$ cat src/rtl/dwsp_pkg.sv
`default_nettype none

package dwsp_pkg;

  // Fixed-point formats
  localparam int FRAC_BITS      = 8;
  localparam int GAIN_FRAC_BITS = 12;
  localparam int DUTY_SHIFT     = GAIN_FRAC_BITS + FRAC_BITS;

  // Field widths
  localparam int SPEED_IN_W = 16;
  localparam int GAIN_W     = 16;
  localparam int DUTY_W     = 16;
  localparam int SPEED_W    = 24;
  localparam int ESUM_W     = 32;

  // Stream and config port widths
  localparam int TDATA_W   = 80;
  localparam int CFG_IDX_W = 8;
  localparam int CFG_DAT_W = 16;

  // Shared multiplier: unsigned 16-bit gain (as 17-bit signed) times 33-bit signed
  localparam int MUL_A_W = GAIN_W + 1;
  localparam int MUL_B_W = ESUM_W + 1;
  localparam int PROD_W  = MUL_A_W + MUL_B_W;

  // PID accumulator and shifted duty
  localparam int ACC_W = PROD_W + 4;
  localparam int ND_W  = ACC_W - DUTY_SHIFT;

  // Divider
  localparam int QUOT_W = 32;
  localparam int DCNT_W = $clog2(QUOT_W);

  // Saturation limits
  localparam logic [SPEED_W-1:0] S24_MAX = 24'h7F_FFFF;
  localparam logic [SPEED_W-1:0] S24_MIN = 24'h80_0000;
  localparam logic [ESUM_W-1:0]  S32_MAX = 32'h7FFF_FFFF;
  localparam logic [ESUM_W-1:0]  S32_MIN = 32'h8000_0000;

  // Register reset values
  localparam logic [15:0] KP_LEFT_RST   = 16'd3277;
  localparam logic [15:0] KI_LEFT_RST   = 16'd52;
  localparam logic [15:0] KD_LEFT_RST   = 16'd29;
  localparam logic [15:0] KP_RIGHT_RST  = 16'd8929;
  localparam logic [15:0] KI_RIGHT_RST  = 16'd91;
  localparam logic [15:0] KD_RIGHT_RST  = 16'd43;
  localparam logic [15:0] PERIOD_RST    = 16'd3000;
  localparam logic [15:0] CTS_RST       = 16'd6434;

  // Register indexes
  typedef enum logic [CFG_IDX_W-1:0] {
    REG_KP_LEFT  = 8'd0,
    REG_KI_LEFT  = 8'd1,
    REG_KD_LEFT  = 8'd2,
    REG_KP_RIGHT = 8'd3,
    REG_KI_RIGHT = 8'd4,
    REG_KD_RIGHT = 8'd5,
    REG_PERIOD   = 8'd6,
    REG_CTS      = 8'd7
  } cfg_reg_e;

endpackage

`default_nettype wire

$ cat src/rtl/dwsp_div.sv
`default_nettype none

// Restoring divider, one quotient bit per cycle, unsigned.
module dwsp_div (
  input  wire logic                        clk_i,
  input  wire logic                        rst_ni,
  input  wire logic                        start_i,
  input  wire logic [dwsp_pkg::QUOT_W-1:0] dividend_i,
  input  wire logic [15:0]                 divisor_i,
  output logic                             done_o,
  output logic [dwsp_pkg::QUOT_W-1:0]      quotient_o
);
  import dwsp_pkg::*;

  localparam logic [DCNT_W-1:0] LAST_STEP = DCNT_W'(QUOT_W - 1);

  logic              busy_q, done_q;
  logic [DCNT_W-1:0] cnt_q;
  logic [QUOT_W-1:0] quo_q;
  logic [15:0]       rem_q;

  logic [16:0] shifted, diff;
  logic        ge;

  // One trial subtraction
  always_comb begin
    shifted = {rem_q, quo_q[QUOT_W-1]};
    diff    = shifted - {1'b0, divisor_i};
    ge      = shifted >= {1'b0, divisor_i};
  end

  // Control
  always_ff @(posedge clk_i or negedge rst_ni) begin
    if (!rst_ni) begin
      busy_q <= 1'b0;
      done_q <= 1'b0;
      cnt_q  <= '0;
    end else begin
      done_q <= busy_q && (cnt_q == LAST_STEP);
      if (start_i) begin
        busy_q <= 1'b1;
        cnt_q  <= '0;
      end else if (busy_q) begin
        cnt_q <= cnt_q + 1'b1;
        if (cnt_q == LAST_STEP) begin
          busy_q <= 1'b0;
        end
      end
    end
  end

  // Datapath
  always_ff @(posedge clk_i) begin
    if (start_i) begin
      quo_q <= dividend_i;
      rem_q <= '0;
    end else if (busy_q) begin
      rem_q <= ge ? diff[15:0] : shifted[15:0];
      quo_q <= {quo_q[QUOT_W-2:0], ge};
    end
  end

  assign done_o     = done_q;
  assign quotient_o = quo_q;

endmodule

`default_nettype wire

$ cat src/rtl/dual_wheel_speed_pid_core.sv
`default_nettype none

// Dual wheel PID speed controller, one transaction per control tick.
// Input stream (s_axis): target speeds, encoder count deltas and elapsed
// milliseconds for both wheels. Output stream (m_axis): new PWM duties and
// the measured speeds now stored; tuser flags a zero interval (speeds held).
// Config channel (cfg_*): gains, PWM period and counts-to-speed scale, always
// ready; write only while no tick is in flight.
// Each tick runs both wheels in turn through one shared 17x33 multiplier and
// one accumulator, then, unless elapsed_ms is zero, computes each wheel's
// speed with one multiply and the shared 32-step restoring divider.
// s_axis_tready is high only between ticks. A finished result sits in the
// output register until taken; if the receiver stalls, the next tick is still
// accepted, but its result waits in the finish step until that register is free.
// Reset restores the register defaults and clears speeds, errors, integrals
// and duties to zero.
module dual_wheel_speed_pid_core (
  input  wire logic                           clk_i,
  input  wire logic                           rst_ni,
  // Input stream
  input  wire logic                           s_axis_tvalid,
  output logic                                s_axis_tready,
  // [15:0] target_speed_left, [31:16] target_speed_right,
  // [47:32] count_delta_left, [63:48] count_delta_right, [79:64] elapsed_ms
  input  wire logic [dwsp_pkg::TDATA_W-1:0]   s_axis_tdata,
  // Output stream
  output logic                                m_axis_tvalid,
  input  wire logic                           m_axis_tready,
  // [15:0] duty_left_us, [31:16] duty_right_us,
  // [55:32] speed_left_meas, [79:56] speed_right_meas
  output logic [dwsp_pkg::TDATA_W-1:0]        m_axis_tdata,
  // [0] zero_interval_flag
  output logic                                m_axis_tuser,
  // Config write channel
  input  wire logic                           cfg_valid_i,
  output logic                                cfg_ready_o,
  input  wire logic [dwsp_pkg::CFG_IDX_W-1:0] cfg_index_i,
  input  wire logic [dwsp_pkg::CFG_DAT_W-1:0] cfg_data_i
);
  import dwsp_pkg::*;

  typedef enum logic [10:0] {
    ST_IDLE   = 11'b000_0000_0001,
    ST_ERR    = 11'b000_0000_0010,
    ST_MP     = 11'b000_0000_0100,
    ST_MI     = 11'b000_0000_1000,
    ST_MD     = 11'b000_0001_0000,
    ST_MACC   = 11'b000_0010_0000,
    ST_DUTY   = 11'b000_0100_0000,
    ST_SMUL   = 11'b000_1000_0000,
    ST_SDIV   = 11'b001_0000_0000,
    ST_SSTORE = 11'b010_0000_0000,
    ST_FIN    = 11'b100_0000_0000
  } state_e;

  state_e state_q, state_d;

  // Configuration registers
  logic [GAIN_W-1:0] kp_q [2];
  logic [GAIN_W-1:0] ki_q [2];
  logic [GAIN_W-1:0] kd_q [2];
  logic [DUTY_W-1:0] period_q;
  logic [15:0]       cts_q;

  // Loop state
  logic signed [SPEED_W-1:0] speed_q [2];
  logic signed [SPEED_W-1:0] perr_q  [2];
  logic signed [ESUM_W-1:0]  esum_q  [2];
  logic        [DUTY_W-1:0]  duty_q  [2];

  // Captured tick
  logic signed [SPEED_IN_W-1:0] tgt_q [2];
  logic signed [15:0]           cnt_q [2];
  logic        [15:0]           ms_q;
  logic                         w_q;

  // Work registers
  logic signed [SPEED_W-1:0] e_q;
  logic signed [SPEED_W:0]   d_q;
  logic signed [ACC_W-1:0]   acc_q;
  logic signed [PROD_W-1:0]  prod_q;
  logic                      div_start_q;
  logic [QUOT_W-1:0]         quot;
  logic                      div_done;

  // Output register
  logic               m_valid_q;
  logic [TDATA_W-1:0] m_data_q;
  logic               m_user_q;

  logic s_acc, m_free;
  assign s_axis_tready = (state_q == ST_IDLE);
  assign s_acc         = s_axis_tvalid && s_axis_tready;
  assign m_free        = !m_valid_q || m_axis_tready;
  assign cfg_ready_o   = 1'b1;

  // Error, saturated to 24 bits, and its difference
  logic signed [SPEED_W:0]   e_raw;
  logic signed [SPEED_W-1:0] e_sat;
  logic signed [SPEED_W:0]   d_calc;
  always_comb begin
    e_raw = {{(SPEED_W + 1 - SPEED_IN_W){tgt_q[w_q][SPEED_IN_W-1]}}, tgt_q[w_q]}
          - {speed_q[w_q][SPEED_W-1], speed_q[w_q]};
    if (e_raw[SPEED_W] != e_raw[SPEED_W-1]) begin
      e_sat = e_raw[SPEED_W] ? S24_MIN : S24_MAX;
    end else begin
      e_sat = e_raw[SPEED_W-1:0];
    end
    d_calc = {e_sat[SPEED_W-1], e_sat} - {perr_q[w_q][SPEED_W-1], perr_q[w_q]};
  end

  // Encoder delta magnitude
  logic [15:0] cnt_mag;
  assign cnt_mag = cnt_q[w_q][15] ? (~cnt_q[w_q] + 16'd1) : cnt_q[w_q];

  // Shared multiplier operand select
  logic signed [MUL_A_W-1:0] mul_a;
  logic signed [MUL_B_W-1:0] mul_b;
  logic signed [PROD_W-1:0]  mul_p;
  always_comb begin
    mul_a = '0;
    mul_b = '0;
    case (state_q)
      ST_MP: begin
        mul_a = {1'b0, kp_q[w_q]};
        mul_b = {{(MUL_B_W - SPEED_W){e_q[SPEED_W-1]}}, e_q};
      end
      ST_MI: begin
        mul_a = {1'b0, ki_q[w_q]};
        mul_b = {esum_q[w_q][ESUM_W-1], esum_q[w_q]};
      end
      ST_MD: begin
        mul_a = {1'b0, kd_q[w_q]};
        mul_b = {{(MUL_B_W - SPEED_W - 1){d_q[SPEED_W]}}, d_q};
      end
      ST_SMUL: begin
        mul_a = {1'b0, cts_q};
        mul_b = {{(MUL_B_W - 16){1'b0}}, cnt_mag};
      end
      default: begin
        mul_a = '0;
        mul_b = '0;
      end
    endcase
  end
  assign mul_p = mul_a * mul_b;

  // Accumulator add
  logic signed [ACC_W-1:0] acc_sum;
  assign acc_sum = acc_q + {{(ACC_W - PROD_W){prod_q[PROD_W-1]}}, prod_q};

  // Duty: floor shift, then clamp to 0..period
  logic [ND_W-1:0]   nd;
  logic [DUTY_W-1:0] duty_new;
  always_comb begin
    nd = acc_q[ACC_W-1:DUTY_SHIFT];
    if (nd[ND_W-1]) begin
      duty_new = '0;
    end else if (nd > {{(ND_W - DUTY_W){1'b0}}, period_q}) begin
      duty_new = period_q;
    end else begin
      duty_new = nd[DUTY_W-1:0];
    end
  end

  // Integral with saturation
  logic [ESUM_W:0]   esum_raw;
  logic [ESUM_W-1:0] esum_new;
  always_comb begin
    esum_raw = {esum_q[w_q][ESUM_W-1], esum_q[w_q]}
             + {{(ESUM_W + 1 - SPEED_W){e_q[SPEED_W-1]}}, e_q};
    if (esum_raw[ESUM_W] != esum_raw[ESUM_W-1]) begin
      esum_new = esum_raw[ESUM_W] ? S32_MIN : S32_MAX;
    end else begin
      esum_new = esum_raw[ESUM_W-1:0];
    end
  end

  // Speed from quotient: restore sign, saturate to 24 bits
  logic [SPEED_W-1:0] speed_new;
  logic [QUOT_W-1:0]  quot_neg;
  always_comb begin
    quot_neg = ~quot + 1'b1;
    if (cnt_q[w_q][15]) begin
      if (quot > {{(QUOT_W - SPEED_W){1'b0}}, S24_MIN}) begin
        speed_new = S24_MIN;
      end else begin
        speed_new = quot_neg[SPEED_W-1:0];
      end
    end else begin
      if (quot > {{(QUOT_W - SPEED_W){1'b0}}, S24_MAX}) begin
        speed_new = S24_MAX;
      end else begin
        speed_new = quot[SPEED_W-1:0];
      end
    end
  end

  dwsp_div u_div (
    .clk_i      (clk_i),
    .rst_ni     (rst_ni),
    .start_i    (div_start_q),
    .dividend_i (prod_q[QUOT_W-1:0]),
    .divisor_i  (ms_q),
    .done_o     (div_done),
    .quotient_o (quot)
  );

  // Sequencer next state
  always_comb begin
    state_d = state_q;
    case (state_q)
      ST_IDLE:   if (s_acc) state_d = ST_ERR;
      ST_ERR:    state_d = ST_MP;
      ST_MP:     state_d = ST_MI;
      ST_MI:     state_d = ST_MD;
      ST_MD:     state_d = ST_MACC;
      ST_MACC:   state_d = ST_DUTY;
      ST_DUTY: begin
        if (!w_q) begin
          state_d = ST_ERR;
        end else if (ms_q == '0) begin
          state_d = ST_FIN;
        end else begin
          state_d = ST_SMUL;
        end
      end
      ST_SMUL:   state_d = ST_SDIV;
      ST_SDIV:   if (div_done) state_d = ST_SSTORE;
      ST_SSTORE: state_d = w_q ? ST_FIN : ST_SMUL;
      ST_FIN:    if (m_free) state_d = ST_IDLE;
      default:   state_d = ST_IDLE;
    endcase
  end

  // Control and loop state
  always_ff @(posedge clk_i or negedge rst_ni) begin
    if (!rst_ni) begin
      state_q     <= ST_IDLE;
      w_q         <= 1'b0;
      div_start_q <= 1'b0;
      m_valid_q   <= 1'b0;
      for (int i = 0; i < 2; i++) begin
        speed_q[i] <= '0;
        perr_q[i]  <= '0;
        esum_q[i]  <= '0;
        duty_q[i]  <= '0;
      end
    end else begin
      state_q     <= state_d;
      div_start_q <= (state_q == ST_SMUL);
      // Output valid: raised out of the finish step, dropped when taken
      if ((state_q == ST_FIN) && m_free) begin
        m_valid_q <= 1'b1;
      end else if (m_valid_q && m_axis_tready) begin
        m_valid_q <= 1'b0;
      end
      case (state_q)
        ST_IDLE: if (s_acc) w_q <= 1'b0;
        ST_DUTY: begin
          duty_q[w_q] <= duty_new;
          perr_q[w_q] <= e_q;
          esum_q[w_q] <= esum_new;
          w_q         <= !w_q;
        end
        ST_SSTORE: begin
          speed_q[w_q] <= speed_new;
          w_q          <= !w_q;
        end
        default: ;
      endcase
    end
  end

  // Payload and work registers
  always_ff @(posedge clk_i) begin
    case (state_q)
      ST_IDLE: begin
        if (s_acc) begin
          tgt_q[0] <= s_axis_tdata[15:0];
          tgt_q[1] <= s_axis_tdata[31:16];
          cnt_q[0] <= s_axis_tdata[47:32];
          cnt_q[1] <= s_axis_tdata[63:48];
          ms_q     <= s_axis_tdata[79:64];
        end
      end
      ST_ERR: begin
        e_q   <= e_sat;
        d_q   <= d_calc;
        acc_q <= {{(ACC_W - DUTY_W - DUTY_SHIFT){1'b0}}, duty_q[w_q],
                  {DUTY_SHIFT{1'b0}}};
      end
      ST_MP: prod_q <= mul_p;
      ST_MI: begin
        acc_q  <= acc_sum;
        prod_q <= mul_p;
      end
      ST_MD: begin
        acc_q  <= acc_sum;
        prod_q <= mul_p;
      end
      ST_MACC: acc_q  <= acc_sum;
      ST_SMUL: prod_q <= mul_p;
      ST_FIN: begin
        if (m_free) begin
          m_data_q <= {speed_q[1], speed_q[0], duty_q[1], duty_q[0]};
          m_user_q <= (ms_q == '0);
        end
      end
      default: ;
    endcase
  end

  assign m_axis_tvalid = m_valid_q;
  assign m_axis_tdata  = m_data_q;
  assign m_axis_tuser  = m_user_q;

  // Configuration writes
  always_ff @(posedge clk_i or negedge rst_ni) begin
    if (!rst_ni) begin
      kp_q[0]  <= KP_LEFT_RST;
      ki_q[0]  <= KI_LEFT_RST;
      kd_q[0]  <= KD_LEFT_RST;
      kp_q[1]  <= KP_RIGHT_RST;
      ki_q[1]  <= KI_RIGHT_RST;
      kd_q[1]  <= KD_RIGHT_RST;
      period_q <= PERIOD_RST;
      cts_q    <= CTS_RST;
    end else if (cfg_valid_i && cfg_ready_o) begin
      case (cfg_index_i)
        REG_KP_LEFT:  kp_q[0]  <= cfg_data_i;
        REG_KI_LEFT:  ki_q[0]  <= cfg_data_i;
        REG_KD_LEFT:  kd_q[0]  <= cfg_data_i;
        REG_KP_RIGHT: kp_q[1]  <= cfg_data_i;
        REG_KI_RIGHT: ki_q[1]  <= cfg_data_i;
        REG_KD_RIGHT: kd_q[1]  <= cfg_data_i;
        REG_PERIOD:   period_q <= cfg_data_i;
        REG_CTS:      cts_q    <= cfg_data_i;
        default: ;
      endcase
    end
  end

  // Assertions

  // A duty update never leaves the duty above the period
  assert property (@(posedge clk_i) disable iff (!rst_ni)
    (state_q == ST_DUTY) |=> (duty_q[$past(w_q)] <= period_q))
    else $error("duty above pwm period after update");

  // The divider is started only at the head of a speed division
  assert property (@(posedge clk_i) disable iff (!rst_ni)
    div_start_q |-> (state_q == ST_SDIV))
    else $error("divider started outside speed division");

  // A result appears only out of the finish step
  assert property (@(posedge clk_i) disable iff (!rst_ni)
    $rose(m_valid_q) |-> $past(state_q == ST_FIN))
    else $error("result raised outside finish step");

  // The divider finishes only while the sequencer waits for it
  assert property (@(posedge clk_i) disable iff (!rst_ni)
    div_done |-> (state_q == ST_SDIV))
    else $error("divider done while not waiting");

endmodule

`default_nettype wire
$ cat config.mk
export PLATFORM = sky130hd
export DESIGN_NAME = dual_wheel_speed_pid_core
export DESIGN_NICKNAME = d
export VERILOG_FILES = /design/src/rtl/dwsp_pkg.sv /design/src/rtl/dwsp_div.sv /design/src/rtl/dual_wheel_speed_pid_core.sv
export SDC_FILE = /design/constraint.sdc
export NUM_CORES = 2
export LEC_CHECK = 0
export BUFFER_PORTS_ARGS = -buffer_cell sky130_fd_sc_hd__buf_2
export CAP_MARGIN = 40
export CORE_ASPECT_RATIO = 1.25
export CORE_UTILIZATION = 25
export CTS_BUF_LIST = sky130_fd_sc_hd__clkbuf_4
export DETAILED_ROUTE_END_ITERATION = 10
export PLACE_DENSITY_LB_ADDON = 0.05
export SLEW_MARGIN = 20
export SYNTH_ARGS = -nofsm -noshare
export SYNTH_HDL_FRONTEND = slang
export SYNTH_SLANG_ARGS = --single-unit
$ cat constraint.sdc
create_clock -name clk_i -period 11.1 [get_ports clk_i]
set_input_delay 0.555 -clock clk_i [delete_from_list [all_inputs] [get_ports clk_i]]
set_output_delay 0.555 -clock clk_i [all_outputs]
set_load 0.05 [all_outputs]
==> results.sh <==
export IMPL_status="finished, final reports clean"
export IMPL_crit_path_end_kind="flop"
export IMPL_cts_root_buf="clkbuf_4"
export IMPL_synth_seq_cells=703
export IMPL_area_growth_pct=16.27
export IMPL_critPathRequiredTime_ns=12.04
export IMPL_synth_warning_count=0
export IMPL_fin_util=0.2931
export IMPL_maxSlewViolCount=0
export IMPL_cp_start_kind="flop"
export IMPL_grt_pass1_vias=45190
export IMPL_synth_edf_count=346
export IMPL_avgRoutedWirePerCell_um=23.54
export IMPL_fin_nets=6810
export IMPL_cts_clk_slew_worst_paths_ns=0.07
export IMPL_slowest_delay_ns=0.71
export IMPL_cts_buffer_depth=4
export IMPL_rsz0062_at_grt="no"
export IMPL_synth_area_um2=55290
export IMPL_ys_types=103
export IMPL_synth_area_leader_cell="edfxtp_1"
export IMPL_place_congestion=0.8246
export IMPL_peakVddDrop_mv=0.07785
export IMPL_syn_mean_instance_area_um2=10.05
export IMPL_worstHoldPathType="in2async"
export IMPL_reg2reg_slack_ns=1.16
export IMPL_drive_gt1_frac=0.1723
export IMPL_portBuffers=191
export IMPL_wl_um=212000
export IMPL_cts_num_sinks=703
export IMPL_path_class="reg2reg"
export IMPL_overflow=0
export IMPL_leakagePower_nw=28.18
export IMPL_rows=192
export IMPL_power_density_nw_per_um2=142.8
export IMPL_fin_crit_ns=9.944
export IMPL_ys_async_sr_fraction=0.4851
export IMPL_place_ws_ns=1.066
export IMPL_syn_nets=6400
export IMPL_finalCritPeriodShare=0.8959
export IMPL_fp_dieH_um=527.8
export IMPL_track_usage=0.1915
export IMPL_grt_max_degree=126
export IMPL_dp_hpwl_um=163400
export IMPL_cp_max_fo=44
export IMPL_fin_tns_setup_ns=0
export IMPL_reg2regPathDepth=30
export IMPL_clock_skew_final_ns=0.2392
export IMPL_cts_max_level=4
export IMPL_drt_pass1_iterations=7
export IMPL_synth_top_area_frac=0.1879
export IMPL_synth_area_top_cells="edfxtp_1 (19%), fa_1 (18%), dfrtp_1 (14%)"
export IMPL_die_area_um2=223000
export IMPL_cts_tree="done"
export IMPL_worstMarginPinSlew_ns=1.058
export IMPL_max_slew_margin=0.2947
export IMPL_dieWidth_um=422.6
export IMPL_clkLatencyLatePin_ns=1.29
export IMPL_via_per_inst=4.640
export IMPL_ioPinCount=193
export IMPL_start_util=0.2521
export IMPL_critPathSlowestCell="nand2_1"
export IMPL_core_um2=219300
export IMPL_worst_path_most_repeated_cell="fa_1"
export IMPL_holdWs_ns=0.1037
export IMPL_cts_resized=0
export IMPL_drtAntennaViolNets=0
export IMPL_n_fill_cell=23160
export IMPL_r2r_end="prod_q[47]$_DFFE_PP_"
export IMPL_grt_pass1_wl_um=314500
export IMPL_cap_violations=0
export IMPL_timing_hold_violations_final=0
export IMPL_antenna_found_initial=13
export IMPL_finalSetupViolCount=0
export IMPL_vias=41770
export IMPL_r2r_start="state_q[6]$_DFFE_PN0P_"
export IMPL_critPathArrivalTime_ns=10.89
export IMPL_drt_iter0_markers=2380
export IMPL_max_freq_ghz=0.1006
export IMPL_worst_slack_ns=1.156
export IMPL_synthCells=5504
export IMPL_synth_top_flop_cell="edfxtp_1"
export IMPL_numCtsBuffers=209
export IMPL_drcViolationCount=0
export IMPL_yosysSeqAreaShare=0.3490
## layout by cell type (no fill, tap or decap), types with 16 or more instances in the layout
master	n
nand2_1	745
inv_1	700
fa_1	498
nor2_1	386
edfxtp_1	346
clkbuf_4	329
dfrtp_1	297
ha_1	289
a21oi_1	260
mux2_2	240
o21ai_0	219
buf_2	194
dlygate4sd3_1	126
xnor2_1	122
a21o_1	104
mux2i_1	103
buf_4	98
xor2_1	67
nor3_1	47
nand3_1	47
clkinv_1	42
dfstp_2	42
and2_1	40
o21a_1	40
nand4_1	40
nand2b_1	39
nor2b_1	39
a221oi_1	38
a211oi_1	34
or2_2	30
and3_1	29
o21ai_1	28
a31oi_1	24
o211ai_1	23
nor4_1	22
o31ai_1	21
o21bai_1	20
or3_1	17
a221o_1	16
dfxtp_1	16
## synth_stat cells (all sizes together), types with 49 or more instances
| library cell | number |
|---|---|
| clkbuf | 144 |
| buf | 103 |
| mux2i | 104 |
| o21ai | 254 |
| nor3 | 49 |
| ha | 289 |
| nor2 | 391 |
| a21o | 104 |
| inv | 701 |
| xor2 | 67 |
| mux2 | 240 |
| edfxtp | 346 |
| fa | 498 |
| xnor2 | 122 |
| nand2 | 748 |
| dfrtp | 299 |
| a21oi | 262 |
## metrics by stage
stage               power [mW]  std cells  instance area (µm²)
floorplan                5.326       5504                55290
global placement         6.558       8454                59850
detailed placement       6.548       8484                60250
CTS                      9.361       8990                64210
global route             9.782       8997                64270
finish                   9.180       9003                64280
## metal layers
metal / vias to the layer above / global-route usage / share of wire
li1: 19520 / - / -
met3: 246 / 0.02097 / 0.032
met4: 4 / 0.05314 / 0.026
met5: - / 0 / 0.00016
met2: 801 / 0.3460 / 0.51
met1: 21200 / 0.2388 / 0.43
## flip-flops by register name, indices dropped and copies added, names as in the netlist, 5 cells and up
signal,flops
m_axis_tdata,80
cnt_q,32
d_q,25
speed_q,48
cts_q,16
state_q,11
prod_q,50
perr_q,48
kp_q,32
kd_q,32
e_q,24
u_div.rem_q,16
u_div.quotient_o,32
acc_q,54
tgt_q,32
esum_q,64
u_div.cnt_q,5
ki_q,32
duty_q,32
ms_q,16
period_q,16
## report_power, final
| group | total [mW] | leakage (nW) | internal, mW | switching (mW) |
|---|---|---|---|---|
| sequential | 3.40 | 7.77 | 3.15 | 0.245 |
| clock | 2.64 | 1.62 | 1.36 | 1.28 |
| combinational | 3.14 | 18.8 | 1.11 | 2.04 |
| total | 9.18 | 28.2 | 5.62 | 3.56 |
## how the worst max path moves through the flow
| stage | start | end | slack (ns) | depth (start not counted) |
|---|---|---|---|---|
| floorplan | state_q[6]$_DFFE_PN0P_ | prod_q[43]$_DFFE_PP_ | 2.67 | 34 |
| global placement | state_q[6]$_DFFE_PN0P_ | prod_q[48]$_DFFE_PP_ | 0.50 | 30 |
| detailed placement | state_q[6]$_DFFE_PN0P_ | prod_q[48]$_DFFE_PP_ | 1.07 | 29 |
| CTS | state_q[6]$_DFFE_PN0P_ | prod_q[48]$_DFFE_PP_ | 1.17 | 29 |
| global route | w_q$_DFFE_PN0P_ | prod_q[48]$_DFFE_PP_ | 0.52 | 33 |
| finish | state_q[6]$_DFFE_PN0P_ | prod_q[47]$_DFFE_PP_ | 1.16 | 30 |
## what timing repair did
| item | 4_1_cts | 5_1_grt |
|---|---|---|
| setup buffers | 0 | 0 |
| endpoints found under the hold margin | 342 | 0 |
| hold buffers | 126 | 0 |
## cells by family (layout without fill, tap and decap cells)
logic type                 count (synthesis)  after routing  synth area share
buffers and inverters                    949           1528           0.06694
AOI/OAI and AO/OA                        981            981            0.1157
xor gates and xnor gates                 189            189           0.02994
muxes                                    344            344           0.06771
and+or+nand+nor                         1550           1550            0.1249
other                                      1             11        0.00006783
adders and majority gates                787            787            0.2457
DFF                                      703            703            0.3490
## layout make-up
cell class,count,area [µm²],share of cell area
Multi-Input combinational cell,3852,32510,0.5058
Antenna cell,10,25.02,0.0003893
Inverter,702,2635,0.04099
Clock inverter,51,236.5,0.003679
Clock buffer,329,2470,0.03842
Sequential cell,703,19300,0.3003
Timing Repair Buffer,446,3458,0.05380
Tap cell,2910,3641,0.05664
## critical path, delay by kind of cell, from the launching register on
family	cells	cell delay, ns
AO/OA/AOI/OAI	6	1.47
adder cells (fa/ha/maj)	7	3.47
XOR/XNOR	1	0.13
buffers and inverters	7	0.87
AND/OR/NAND/NOR	9	3.29
flip-flops	1	0.47
Power figures use the tool's default switching activity.
